===== config.mk =====
export PLATFORM = sky130hd
export DESIGN_NAME = epoch_seconds_to_calendar_top
export DESIGN_NICKNAME = d
export VERILOG_FILES = /design/src/rtl/e2cal_pkg.sv /design/src/rtl/epoch_seconds_to_calendar_top.sv /design/src/rtl/e2cal_time_split.sv /design/src/rtl/e2cal_year_find.sv /design/src/rtl/e2cal_month_find.sv
export SDC_FILE = /design/constraint.sdc
export NUM_CORES = 2
export LEC_CHECK = 0
export ABC_AREA = 1
export BUFFER_PORTS_ARGS = -buffer_cell sky130_fd_sc_hd__buf_2
export CORE_MARGIN = 5
export CORE_UTILIZATION = 40
export DETAILED_ROUTE_END_ITERATION = 10
export MAX_ROUTING_LAYER = met4
export PLACE_DENSITY = 0.55
export SLEW_MARGIN = 20
export SYNTH_ARGS = -nofsm -noshare
export SYNTH_HDL_FRONTEND = slang
export SYNTH_SLANG_ARGS = --single-unit

===== constraint.sdc =====
create_clock -name clk -period 8.63 [get_ports clk]
set_input_delay 0.863 -clock clk [delete_from_list [all_inputs] [get_ports clk]]
set_output_delay 0.863 -clock clk [all_outputs]
set_load 0.02 [all_outputs]

===== src/rtl/e2cal_pkg.sv =====
`timescale 1ns / 1ps
// ----------------------------------------------------------------------------
// e2cal_pkg
// Shared types, constants and calendar helpers for the epoch converter.
// ----------------------------------------------------------------------------
package e2cal_pkg;

    // x / 60 == (x * RECIP60) >> 37, exact for x < 2^32
    localparam logic [31:0] RECIP60       = 32'h8888_8889;
    // x / 3 == (x * RECIP3) >> 19, exact for x < 2^19
    localparam logic [17:0] RECIP3        = 18'd174763;
    // rough days / 365.25, scaled by 2^20; off by at most one year
    localparam logic [11:0] RECIP_YEAR    = 12'd2871;
    localparam logic [11:0] EPOCH_YEAR    = 12'd1970;
    // year index of 2100, the only non-leap century in range
    localparam logic [7:0]  CENTURY_IDX   = 8'd130;
    localparam int          NUM_MONTHS    = 12;

    typedef struct packed {
        logic [4:0] hour;
        logic [5:0] minute;
        logic [5:0] second;
    } tod_t;

    typedef struct packed {
        logic [15:0] days;
        logic [7:0]  est;
        tod_t        tod;
    } split_t;

    typedef struct packed {
        logic [7:0] idx;
        logic [8:0] doy;
        logic       leap;
        tod_t       tod;
    } yday_t;

    typedef struct packed {
        logic [11:0] year;
        logic [3:0]  month;
        logic [4:0]  day;
        tod_t        tod;
    } cal_t;

    // first day number of year 1970 + idx, for idx up to 137
    function automatic logic [15:0] year_start(input logic [7:0] idx);
        logic [16:0] acc;
        logic [8:0]  idx_p1;
        idx_p1 = {1'b0, idx} + 9'd1;
        acc = 17'(idx) * 17'd365;
        acc = acc + 17'(idx_p1[8:2]);
        if (idx > CENTURY_IDX)
        begin
            acc = acc - 17'd1;
        end
        return acc[15:0];
    endfunction

    function automatic logic is_leap_idx(input logic [7:0] idx);
        return (idx[1:0] == 2'b10) && (idx != CENTURY_IDX);
    endfunction

    // day of year on which month m0 (0 = January) starts
    function automatic logic [8:0] month_start(input logic [3:0] m0, input logic leap);
        logic [8:0] base;
        case (m0)
            4'd0:    base = 9'd0;
            4'd1:    base = 9'd31;
            4'd2:    base = 9'd59;
            4'd3:    base = 9'd90;
            4'd4:    base = 9'd120;
            4'd5:    base = 9'd151;
            4'd6:    base = 9'd181;
            4'd7:    base = 9'd212;
            4'd8:    base = 9'd243;
            4'd9:    base = 9'd273;
            4'd10:   base = 9'd304;
            4'd11:   base = 9'd334;
            default: base = 9'd0;
        endcase
        if (leap && (m0 >= 4'd2))
        begin
            base = base + 9'd1;
        end
        return base;
    endfunction

endpackage


===== src/rtl/epoch_seconds_to_calendar_top.sv =====
`timescale 1ns / 1ps
// ----------------------------------------------------------------------------
// epoch_seconds_to_calendar_top
// Converts a 32-bit count of seconds since 1970-01-01 00:00:00 UTC into
// Gregorian year, month, day, hour, minute and second.
//
//   channel   handshake                  word
//   epoch     epoch_valid / epoch_ready  epoch_seconds
//   cal       cal_valid / cal_ready      year, month, day_of_month,
//                                        hour, minute, second
//
// Eight register stages: four for the time split, two for the year, two for
// the month. One word enters per cycle while epoch_ready is high.
// Reset clears all stage valid bits; the data registers are not reset.
// A stall on cal holds the output; bubbles in the pipe still fill, so
// epoch_ready stays high as long as any stage is empty.
// ----------------------------------------------------------------------------
module epoch_seconds_to_calendar_top
    import e2cal_pkg::*;
(
    input  logic        clk,
    input  logic        rst_n,
    input  logic        epoch_valid,
    output logic        epoch_ready,
    input  logic [31:0] epoch_seconds,
    output logic        cal_valid,
    input  logic        cal_ready,
    output logic [11:0] year,
    output logic [3:0]  month,
    output logic [4:0]  day_of_month,
    output logic [4:0]  hour,
    output logic [5:0]  minute,
    output logic [5:0]  second
);

    logic   split_valid, split_ready;
    split_t split_word;
    logic   yday_valid, yday_ready;
    yday_t  yday_word;
    cal_t   cal_word;

    e2cal_time_split u_split (
        .clk           (clk),
        .rst_n         (rst_n),
        .in_valid      (epoch_valid),
        .in_ready      (epoch_ready),
        .epoch_seconds (epoch_seconds),
        .out_valid     (split_valid),
        .out_ready     (split_ready),
        .out_word      (split_word)
    );

    e2cal_year_find u_year (
        .clk       (clk),
        .rst_n     (rst_n),
        .in_valid  (split_valid),
        .in_ready  (split_ready),
        .in_word   (split_word),
        .out_valid (yday_valid),
        .out_ready (yday_ready),
        .out_word  (yday_word)
    );

    e2cal_month_find u_month (
        .clk       (clk),
        .rst_n     (rst_n),
        .in_valid  (yday_valid),
        .in_ready  (yday_ready),
        .in_word   (yday_word),
        .out_valid (cal_valid),
        .out_ready (cal_ready),
        .out_word  (cal_word)
    );

    assign year         = cal_word.year;
    assign month        = cal_word.month;
    assign day_of_month = cal_word.day;
    assign hour         = cal_word.tod.hour;
    assign minute       = cal_word.tod.minute;
    assign second       = cal_word.tod.second;

endmodule


===== src/rtl/e2cal_time_split.sv =====
`timescale 1ns / 1ps
// ----------------------------------------------------------------------------
// e2cal_time_split
// Four-stage split of a second count into days, hours, minutes, seconds,
// plus a first estimate of the year index.
// ----------------------------------------------------------------------------
module e2cal_time_split
    import e2cal_pkg::*;
(
    input  logic        clk,
    input  logic        rst_n,
    input  logic        in_valid,
    output logic        in_ready,
    input  logic [31:0] epoch_seconds,
    output logic        out_valid,
    input  logic        out_ready,
    output split_t      out_word
);

    logic        s1_valid_reg, s2_valid_reg, s3_valid_reg, s4_valid_reg;
    logic        en1, en2, en3, en4;

    logic [31:0] s1_t_reg;
    logic [26:0] s1_mins_reg;
    logic [26:0] s2_mins_reg;
    logic [20:0] s2_hours_reg;
    logic [5:0]  s2_sec_reg;
    logic [20:0] s3_hours_reg;
    logic [15:0] s3_days_reg;
    logic [5:0]  s3_min_reg;
    logic [5:0]  s3_sec_reg;
    split_t      s4_word_reg;

    logic [63:0] mins_prod;
    logic [26:0] mins_next;
    logic [32:0] mins_x60;
    logic [58:0] hours_prod;
    logic [20:0] hours_next;
    logic [5:0]  sec_next;
    logic [26:0] hours_x60;
    logic [35:0] days_prod;
    logic [15:0] days_next;
    logic [5:0]  min_next;
    logic [20:0] days_x24;
    logic [27:0] est_prod;
    split_t      s4_word_next;

    assign en4      = !s4_valid_reg || out_ready;
    assign en3      = !s3_valid_reg || en4;
    assign en2      = !s2_valid_reg || en3;
    assign en1      = !s1_valid_reg || en2;
    assign in_ready = en1;

    always_comb
    begin
        mins_prod  = 64'(epoch_seconds) * 64'(RECIP60);
        mins_next  = mins_prod[63:37];

        mins_x60   = {s1_mins_reg, 6'd0} - {4'd0, s1_mins_reg, 2'd0};
        sec_next   = s1_t_reg[5:0] - mins_x60[5:0];
        hours_prod = 59'(s1_mins_reg) * 59'(RECIP60);
        hours_next = hours_prod[57:37];

        hours_x60  = {s2_hours_reg, 6'd0} - {4'd0, s2_hours_reg, 2'd0};
        min_next   = s2_mins_reg[5:0] - hours_x60[5:0];
        days_prod  = 36'(s2_hours_reg[20:3]) * 36'(RECIP3);
        days_next  = days_prod[34:19];

        days_x24   = {1'b0, s3_days_reg, 4'd0} + {2'd0, s3_days_reg, 3'd0};
        est_prod   = 28'(s3_days_reg) * 28'(RECIP_YEAR);
        s4_word_next.days       = s3_days_reg;
        s4_word_next.est        = est_prod[27:20];
        s4_word_next.tod.hour   = s3_hours_reg[4:0] - days_x24[4:0];
        s4_word_next.tod.minute = s3_min_reg;
        s4_word_next.tod.second = s3_sec_reg;
    end

    always_ff @(posedge clk or negedge rst_n)
    begin
        if (!rst_n)
        begin
            s1_valid_reg <= 1'b0;
            s2_valid_reg <= 1'b0;
            s3_valid_reg <= 1'b0;
            s4_valid_reg <= 1'b0;
        end
        else
        begin
            if (en1) s1_valid_reg <= in_valid;
            if (en2) s2_valid_reg <= s1_valid_reg;
            if (en3) s3_valid_reg <= s2_valid_reg;
            if (en4) s4_valid_reg <= s3_valid_reg;
        end
    end

    always_ff @(posedge clk)
    begin
        if (en1)
        begin
            s1_t_reg    <= epoch_seconds;
            s1_mins_reg <= mins_next;
        end
        if (en2)
        begin
            s2_mins_reg  <= s1_mins_reg;
            s2_hours_reg <= hours_next;
            s2_sec_reg   <= sec_next;
        end
        if (en3)
        begin
            s3_hours_reg <= s2_hours_reg;
            s3_days_reg  <= days_next;
            s3_min_reg   <= min_next;
            s3_sec_reg   <= s2_sec_reg;
        end
        if (en4)
        begin
            s4_word_reg <= s4_word_next;
        end
    end

    assign out_valid = s4_valid_reg;
    assign out_word  = s4_word_reg;

endmodule


===== src/rtl/e2cal_year_find.sv =====
`timescale 1ns / 1ps
// ----------------------------------------------------------------------------
// e2cal_year_find
// Two-stage year resolve: checks the estimate and its neighbors against
// year start days and leaves the day of year and leap flag.
// ----------------------------------------------------------------------------
module e2cal_year_find
    import e2cal_pkg::*;
(
    input  logic   clk,
    input  logic   rst_n,
    input  logic   in_valid,
    output logic   in_ready,
    input  split_t in_word,
    output logic   out_valid,
    input  logic   out_ready,
    output yday_t  out_word
);

    logic        y1_valid_reg, y2_valid_reg;
    logic        en1, en2;

    logic [15:0] y1_days_reg;
    logic [7:0]  y1_lo_reg;
    logic [7:0]  y1_est_reg;
    logic [15:0] y1_st_lo_reg;
    logic [15:0] y1_st_mid_reg;
    logic [15:0] y1_st_hi_reg;
    tod_t        y1_tod_reg;
    yday_t       y2_word_reg;

    logic [7:0]  lo_next;
    logic [7:0]  sel_idx;
    logic [15:0] sel_base;
    logic [15:0] doy_full;
    yday_t       y2_word_next;

    assign en2      = !y2_valid_reg || out_ready;
    assign en1      = !y1_valid_reg || en2;
    assign in_ready = en1;

    // the estimate may be one year high or low
    always_comb
    begin
        lo_next = (in_word.est == 8'd0) ? 8'd0 : in_word.est - 8'd1;

        if (y1_days_reg >= y1_st_hi_reg)
        begin
            sel_idx  = y1_est_reg + 8'd1;
            sel_base = y1_st_hi_reg;
        end
        else if (y1_days_reg >= y1_st_mid_reg)
        begin
            sel_idx  = y1_est_reg;
            sel_base = y1_st_mid_reg;
        end
        else
        begin
            sel_idx  = y1_lo_reg;
            sel_base = y1_st_lo_reg;
        end
        doy_full          = y1_days_reg - sel_base;
        y2_word_next.idx  = sel_idx;
        y2_word_next.doy  = doy_full[8:0];
        y2_word_next.leap = is_leap_idx(sel_idx);
        y2_word_next.tod  = y1_tod_reg;
    end

    always_ff @(posedge clk or negedge rst_n)
    begin
        if (!rst_n)
        begin
            y1_valid_reg <= 1'b0;
            y2_valid_reg <= 1'b0;
        end
        else
        begin
            if (en1) y1_valid_reg <= in_valid;
            if (en2) y2_valid_reg <= y1_valid_reg;
        end
    end

    always_ff @(posedge clk)
    begin
        if (en1)
        begin
            y1_days_reg   <= in_word.days;
            y1_est_reg    <= in_word.est;
            y1_lo_reg     <= lo_next;
            y1_st_lo_reg  <= year_start(lo_next);
            y1_st_mid_reg <= year_start(in_word.est);
            y1_st_hi_reg  <= year_start(in_word.est + 8'd1);
            y1_tod_reg    <= in_word.tod;
        end
        if (en2)
        begin
            y2_word_reg <= y2_word_next;
        end
    end

    assign out_valid = y2_valid_reg;
    assign out_word  = y2_word_reg;

endmodule


===== src/rtl/e2cal_month_find.sv =====
`timescale 1ns / 1ps
// ----------------------------------------------------------------------------
// e2cal_month_find
// Two-stage month resolve: compares the day of year with every month start
// after January, then forms month, day of month and full year.
// ----------------------------------------------------------------------------
module e2cal_month_find
    import e2cal_pkg::*;
(
    input  logic  clk,
    input  logic  rst_n,
    input  logic  in_valid,
    output logic  in_ready,
    input  yday_t in_word,
    output logic  out_valid,
    input  logic  out_ready,
    output cal_t  out_word
);

    logic        m1_valid_reg, m2_valid_reg;
    logic        en1, en2;

    logic [3:0]  m1_mon_reg;
    yday_t       m1_word_reg;
    cal_t        m2_word_reg;

    logic [3:0]  mon_next;
    logic [8:0]  day_off;
    cal_t        m2_word_next;

    assign en2      = !m2_valid_reg || out_ready;
    assign en1      = !m1_valid_reg || en2;
    assign in_ready = en1;

    always_comb
    begin
        mon_next = 4'd0;
        for (int m = 1; m < NUM_MONTHS; m++)
        begin
            if (in_word.doy >= month_start(4'(m), in_word.leap))
            begin
                mon_next = mon_next + 4'd1;
            end
        end

        day_off            = m1_word_reg.doy - month_start(m1_mon_reg, m1_word_reg.leap);
        m2_word_next.year  = EPOCH_YEAR + 12'(m1_word_reg.idx);
        m2_word_next.month = m1_mon_reg + 4'd1;
        m2_word_next.day   = day_off[4:0] + 5'd1;
        m2_word_next.tod   = m1_word_reg.tod;
    end

    always_ff @(posedge clk or negedge rst_n)
    begin
        if (!rst_n)
        begin
            m1_valid_reg <= 1'b0;
            m2_valid_reg <= 1'b0;
        end
        else
        begin
            if (en1) m1_valid_reg <= in_valid;
            if (en2) m2_valid_reg <= m1_valid_reg;
        end
    end

    always_ff @(posedge clk)
    begin
        if (en1)
        begin
            m1_mon_reg  <= mon_next;
            m1_word_reg <= in_word;
        end
        if (en2)
        begin
            m2_word_reg <= m2_word_next;
        end
    end

    assign out_valid = m2_valid_reg;
    assign out_word  = m2_word_reg;

endmodule


Yosys cells after proc, flatten, opt, wreduce, memory -nomap -nowiden
Memory sizes are Yosys's and may differ from the RTL's. A register that Yosys moved wholly into a read port is not among the register bits.
Index checks and enable logic that the tools add are counted.
{"block": "word_totals", "ff_bits": 346, "rom_bits": 144, "in_bits": 36, "word_cells": 161, "memories": 1}
{"block": "op_classes", "n_addsub": 34, "n_mul": 7, "n_lt_le_gt_ge": 17, "n_eq_ne": 2, "mux": 31, "reduce_logical": 19}
{"name": "(no name shown)", "words": 16, "word_bits": 9, "rd": 1, "rd_ports_with_merged_regs": 1, "write_ports": 0, "line_no": "e2cal_pkg.sv:66", "text": "case (m0)"}
{"op": "$mul A32 B32 Y64 const B", "n": 1}
{"op": "$mul A27 B32 Y58 const B", "n": 1}
{"op": "$mux W4", "n": 12}
{"op": "$add A4 B1 Y4 const B", "n": 11}
{"op": "$ge A9 B8 Y1", "n": 4}
{"op": "$mul A18 B18 Y35 const B", "n": 1}
{"op": "$add A16 B7 Y16", "n": 2}
{"op": "$ge A16 B16 Y1", "n": 2}
{"op": "$mul A8 B9 Y16 const B", "n": 2}
{"op": "$mux W16", "n": 2}
{"op": "$sub A16 B1 Y16 const B", "n": 2}
{"op": "$mul A16 B12 Y28 const B", "n": 1}
{"op": "$add A8 B1 Y9 const B", "n": 3}
{"op": "$ge A9 B9 Y1", "n": 3}
{"op": "$mux W9", "n": 3}
{"op": "$gt A8 B8 Y1 const B", "n": 3}
{"op": "$mux W8", "n": 3}
{"op": "$ge A9 B7 Y1", "n": 2}
{"op": "$add A8 B1 Y8 const B", "n": 2}
{"op": "$add A11 B8 Y12 const A", "n": 1}
{"op": "$sub A1 B6 Y6 const A", "n": 2}
{"op": "$sub A6 B6 Y6", "n": 2}
{"op": "$add A5 B1 Y5 const B", "n": 2}
{"op": "$sub A5 B5 Y5", "n": 2}
{"op": "19 further kinds", "n": 41}

Depth between registers and ports, before layout
{"block": "logic_depth", "depth_word": 23, "mapped_depth": 48, "ltp_nobuf": 48}

By module
A second synthesis with hierarchy kept.
{"block": "unflattened", "hier_cells": 6117, "hier_area_um2": 51538.2}
{"mod": "e2cal_time_split", "instances": 1, "cells_per_inst": 4291, "area_each_um2": 34859.7, "seq_area_each_um2": 4304.1}
{"mod": "e2cal_year_find", "instances": 1, "cells_per_inst": 1270, "area_each_um2": 11682.5, "seq_area_each_um2": 3803.6}
{"mod": "e2cal_month_find", "instances": 1, "cells_per_inst": 556, "area_each_um2": 4996.0, "seq_area_each_um2": 2342.2}

Worst setup path after synthesis
No wires, ideal clock.
{"block": "synth_timing", "kind": "input -> output", "start": "input cal_ready", "end": "output epoch_ready", "t_arrival_ps": 8103, "t_required_ps": 7767, "setup_slack_ps": -336, "cell_stages": 14, "n_path_buf": 0, "cell_sequence": "nor2_1 -> inv_1 -> nor2_1 -> clkinv_1 -> nor2_1 -> inv_1 -> nor2_1 -> inv_1 -> nor2_1 -> inv_1 -> nor2_1 -> inv_1 -> nor2_1 -> nand2_1"}
{"block": "synth_via", "elab_chain_len": 8}
{"item": "from (decl)", "line_no": "epoch_seconds_to_calendar_top.sv:27", "text": "input logic cal_ready,"}
{"item": "$logic_or A1 B1 Y1", "line_no": "e2cal_month_find.sv:31", "text": "assign en2 = !m2_valid_reg || out_ready;"}
{"item": "net u_month.en2", "line_no": "e2cal_month_find.sv:21", "text": "logic en1, en2;"}
{"item": "$logic_or A1 B1 Y1", "line_no": "e2cal_month_find.sv:32", "text": "assign en1 = !m1_valid_reg || en2;"}
{"item": "$logic_or A1 B1 Y1", "line_no": "e2cal_year_find.sv:38", "text": "assign en2 = !y2_valid_reg || out_ready;"}
{"item": "net u_year.en2", "line_no": "e2cal_year_find.sv:21", "text": "logic en1, en2;"}
{"item": "$logic_or A1 B1 Y1", "line_no": "e2cal_year_find.sv:39", "text": "assign en1 = !y1_valid_reg || en2;"}
{"item": "net split_ready", "line_no": "epoch_seconds_to_calendar_top.sv:36", "text": "logic split_valid, split_ready;"}
{"item": "$logic_or A1 B1 Y1", "line_no": "e2cal_time_split.sv:48", "text": "assign en4 = !s4_valid_reg || out_ready;"}
{"item": "net u_split.en4", "line_no": "e2cal_time_split.sv:21", "text": "logic en1, en2, en3, en4;"}
{"item": "$logic_or A1 B1 Y1", "line_no": "e2cal_time_split.sv:49", "text": "assign en3 = !s3_valid_reg || en4;"}
{"item": "net u_split.en3", "line_no": "e2cal_time_split.sv:21"}
{"item": "$logic_or A1 B1 Y1", "line_no": "e2cal_time_split.sv:50", "text": "assign en2 = !s2_valid_reg || en3;"}
{"item": "$logic_or A1 B1 Y1", "line_no": "e2cal_time_split.sv:51", "text": "assign en1 = !s1_valid_reg || en2;"}
{"item": "to (decl)", "line_no": "epoch_seconds_to_calendar_top.sv:24", "text": "output logic epoch_ready,"}
The timed path passes the listed nets, and every way through them passes these cells.

Worst setup path in the final report
{"block": "layout_timing", "start": "register u_split.s4_word_reg (netlist bit u_split.out_word[17])", "end": "register u_year.y1_st_hi_reg[15], data pin"}
{"block": "layout_via", "elab_chain_len": 5, "elab_cells_between_ends": 7, "classes_between": "add/sub (4); mul (1); order compare (1); mux (1)"}
{"item": "from (decl)", "line_no": "e2cal_time_split.sv:32", "text": "split_t s4_word_reg;"}
{"item": "from (signal assigned)", "line_no": "e2cal_time_split.sv:118", "text": "s4_word_reg <= s4_word_next;"}
{"item": "$add A8 B1 Y8 (*)", "line_no": "e2cal_year_find.sv:92", "text": "y1_st_hi_reg <= year_start(in_word.est + 8'd1);"}
{"item": "$mul A8 B9 Y16 / $add A8 B1 Y9 (equally long branches)", "line_no": "e2cal_pkg.sv:50, e2cal_pkg.sv:49"}
{"item": "$add A16 B7 Y16", "line_no": "e2cal_pkg.sv:51", "text": "acc = acc + 17'(idx_p1[8:2]);"}
{"item": "$sub A16 B1 Y16", "line_no": "e2cal_pkg.sv:54", "text": "acc = acc - 17'd1;"}
{"item": "$mux W16 (*)", "line_no": "e2cal_pkg.sv:52", "text": "if (idx > CENTURY_IDX)"}
{"item": "to (signal assigned)", "line_no": "e2cal_year_find.sv:92"}
{"item": "to (decl)", "line_no": "e2cal_year_find.sv:28", "text": "logic [15:0] y1_st_hi_reg;"}
Every way passes the cells marked *; elsewhere a longest branch is shown, timed or not.
A chain may end at the register's enable or synchronous reset.

==> reports/summary.md <==
The flow ran to the end, and the final reports show no timing, DRC or antenna violations. The final estimated routing congestion in global placement was 0.9146. The number of placement rows was 125; the buffer count from post-CTS setup fixing was 0. Clock root buffer: sky130_fd_sc_hd__clkbuf_16.

The number of different library cells used by synthesis comes to 59. In the synthesized netlist, mux cells make up 0.02426% of the area. Measured against its own limit, the worst slew margin works out to 25.28%.

The final layout contains 6405 nets. The warning count from the yosys run is 0. The total grt overflow is 0, and the compound-gate portion of the synthesized area is 6.225%. The floorplan step set the die height to 350.6 um. The class of the tightest hold or removal check is in2async.

After synthesis, the largest family of logic cells by area is adder cells. Share of the yosys chip area belonging to registers: 22.52%. In this run, the number of DRC markers left after iteration 0 of detailed routing was 1601. The minimum period implied by the final worst setup slack is 6901 ps, and the detail-routed via count per cell is 4.827.

The tool flagged a number of max-cap violations equal to 0. Detailed routing inserted a total of 31180 vias. The logs give 0 for the cts-stage hold buffer count and 0 for the diode insertion count for antenna repair. Global routing consumed, over all layers together, 17.96% of the routing resources. The reg-to-reg setup timing slack is 1730 ps, and the fraction of the mapped netlist area in simple logic gates is 8.797%. For this run, the leading register cell type out of synthesis is sky130_fd_sc_hd__edfxtp_1.

Synthesis handed over a netlist of 4786 instances. The tools report the TritonCTS sink count as 351. The worst reg2reg path startpoint is u_split.out_word[17]$_DFFE_PP_.

The maximum number of pins on one net before global-route repair came out at 80. The logs give 5 for the number of iterations in the first detailed-routing pass and 8950 ps for the worst path required time. The source-to-sink clock delay at the later pin of the worst-skew pair was 580 ps.

The logs give 0 for the number of routed nets with antenna violations and 92.20 mm for the estimated wirelength of the detail-placed design. The post-synthesis share of cell area spent on xor and xnor gates is 4.036%. The die covers 122900 um2. For this design, the slowest cell found on the critical path is sky130_fd_sc_hd__edfxtp_1.

Of all nets on the critical path, the largest fanout is 12. The synthesized netlist devotes 47.74% of its cell area to adder and majority cells. Dividing the detail-routed wire length by the instance count gives 16.35 um.

The accumulated negative setup slack is 0 ps. The core area is 115700 um2. The post-synthesis average cell area works out to 9.697 um2.

Class of the most critical setup path: reg2reg. The total routed wirelength was 105.6 mm. The clock passes through at most 3 buffers. The tools report the number of global-route vias before repair as 32220.

The max-slew violation count was 0; the share of layout cells above drive strength 1 was 4.315%. The register with the most flip-flops in the layout has 41 of them. The DRC violation count after routing was 0; the total I/O pin count was 76.

The mapped netlist covers 46410 um2. The post-synthesis sequential element count is 351, and the arrival time of the worst setup path is 7220 ps. Delay of the slowest cell on the worst path: 660 ps. The worst register-to-register path has a depth of 28. Fill cells in the final layout number 11310. The type of element capturing the critical path was a register. The first global-routing pass estimated 170.9 mm of wire. For the pin with the worst max-slew slack, the measured transition is 1118 ps. Achievable clock frequency: 0.1449 GHz.

Setup repair after global routing left no endpoint under its margin. Buffers inserted during clock tree synthesis total 41. Post-CTS repair changed the size of 0 cells. Post-synthesis to final-layout area growth: 7.810%. Counting flops with a built-in enable in the synthesized netlist gives 338.

Category of the worst setup path launch point: a register. The count of buffers added on input and output ports is 75. The final-report setup violation count is 0, and the share of synthesized flip-flops with an asynchronous set or reset is 2.279%. The worst register-to-register path ends at u_year.y1_st_hi_reg[15]$_DFFE_PP_. Once the floorplan was initialized, standard cells occupied 40.10% of the core. The number of nets in the synthesized netlist is 6286. The number of H-tree branching levels is 2.

The most frequent cell on the critical path is sky130_fd_sc_hd__inv_1. Clock slew seen by the registers of the worst setup and hold paths: 80 ps. TritonCTS built the clock tree. The count of endpoints failing hold in the final timing report is 0.

The number of antenna violations at the first check in global routing was 1; the share of the clock period used by the worst path was 79.96%. In this run the horizontal extent of the chip is 350.6 um. Across the routed clock network, the largest skew measured is 23.97 ps.
worst max-delay path by stage:
| stage | from | end | slack, ps | cells past startpoint |
|---|---|---|---|---|
| 5_1_grt | u_split.out_word[17]$_DFFE_PP_ | u_year.y1_st_hi_reg[15]$_DFFE_PP_ | 1000 | 25 |
| 2_1_floorplan | cal_ready | epoch_ready | 280 | 14 |
| 6_report | u_split.out_word[17]$_DFFE_PP_ | u_year.y1_st_hi_reg[15]$_DFFE_PP_ | 1730 | 28 |
| 3_5_place_dp | u_split.out_word[17]$_DFFE_PP_ | u_year.y1_st_hi_reg[15]$_DFFE_PP_ | 1780 | 25 |
| 4_1_cts | u_split.out_word[17]$_DFFE_PP_ | u_year.y1_st_hi_reg[15]$_DFFE_PP_ | 1750 | 25 |
| 3_3_place_gp | u_split.out_word[17]$_DFFE_PP_ | u_year.y1_st_hi_reg[15]$_DFFE_PP_ | 1860 | 25 |
routing by layer:
metal | wire (um) | track usage [%] | up-vias
li1 | - | - | 15530
met1 | 50630 | 24.94 | 14990
met2 | 48110 | 28.58 | 539
met3 | 4922 | 2.326 | 119
met4 | 1971 | 3.389 | 0
met5 | 0 | - | -
critical path, delay by kind of cell, from the launching register on:
| kind | cells | cell delay (ps) |
|---|---|---|
| DFF | 1 | 660 |
| buffers and inverters | 7 | 770 |
| AOI/OAI and AO/OA | 3 | 390 |
| xor gates and xnor gates | 3 | 540 |
| adders and majority gates | 6 | 2560 |
| and+or+nand+nor | 9 | 1730 |
logic make-up (layout without fill, tap and decap cells):
group,after synthesis,after routing
buf+inv,1318,1468
fa+ha+maj,1464,1464
compound gates,499,499
mux,1,1
xor+xnor,213,213
flops,351,351
simple gates,940,940
synth_stat cells (all sizes together), types with 8 or more instances:
master	count	area (um2)
edfxtp	338	10150
nand3	144	803.3
xnor2	71	621.9
nor2	228	880.8
or2	8	50.05
fa	511	10230
a21o	11	82.58
nor3	17	85.08
inv	1307	4906
xor2	142	1251
o21ai	118	590.6
a31oi	35	219.0
o21a	22	165.2
nand2	493	1926
a21oi	227	1147
o31ai	9	67.56
o21bai	17	127.6
dfrtp	8	200.2
ha	953	11920
o211ai	23	172.7
nand4	31	209.0
cell type report:
type / count / area [um2] / area share (%)
multi-input cells: 3117 / 31020 / 61.99
flip-flops and latches: 351 / 10450 / 20.89
inverters: 1310 / 4921 / 9.835
well taps: 1524 / 1907 / 3.811
clock buffers: 47 / 1049 / 2.096
repair buffers: 84 / 442.9 / 0.8852
clock inverters: 27 / 249.0 / 0.4976
stage by stage:
stage	util [%]	hold slack (ps)	std cells	setup WS, ps	instance area, um2
final	43.23	124.5	6460	1729	50030
after global routing	43.23	104.6	6460	1004	50030
after CTS	43.23	83.12	6460	1746	50030
after detailed placement	42.11	404.5	6386	1778	48740
after global placement	42.11	401.0	6386	1861	48740
after floorplan	-	400.3	4786	278.7	46410
layout by cell type (no fill, tap or decap), types with 19 or more instances in the layout:
master | synthesis | routed
sky130_fd_sc_hd__o211ai_1 | 23 | 23
sky130_fd_sc_hd__o21a_1 | 22 | 22
sky130_fd_sc_hd__buf_2 | 2 | 75
sky130_fd_sc_hd__nand3_1 | 129 | 129
sky130_fd_sc_hd__ha_1 | 953 | 953
sky130_fd_sc_hd__nand2_2 | 18 | 19
sky130_fd_sc_hd__nand2_1 | 471 | 470
sky130_fd_sc_hd__clkbuf_16 | 0 | 41
sky130_fd_sc_hd__inv_1 | 1299 | 1296
sky130_fd_sc_hd__fa_1 | 511 | 511
sky130_fd_sc_hd__o21ai_0 | 116 | 116
sky130_fd_sc_hd__a31oi_1 | 35 | 35
sky130_fd_sc_hd__a21oi_1 | 226 | 226
sky130_fd_sc_hd__edfxtp_1 | 338 | 338
sky130_fd_sc_hd__nor2_1 | 224 | 223
sky130_fd_sc_hd__nand4_1 | 30 | 30
sky130_fd_sc_hd__xor2_1 | 141 | 141
sky130_fd_sc_hd__xnor2_1 | 71 | 71
Power is not shown: default switching activity piles up to over one toggle a cycle in this logic, so the estimate is an artifact.
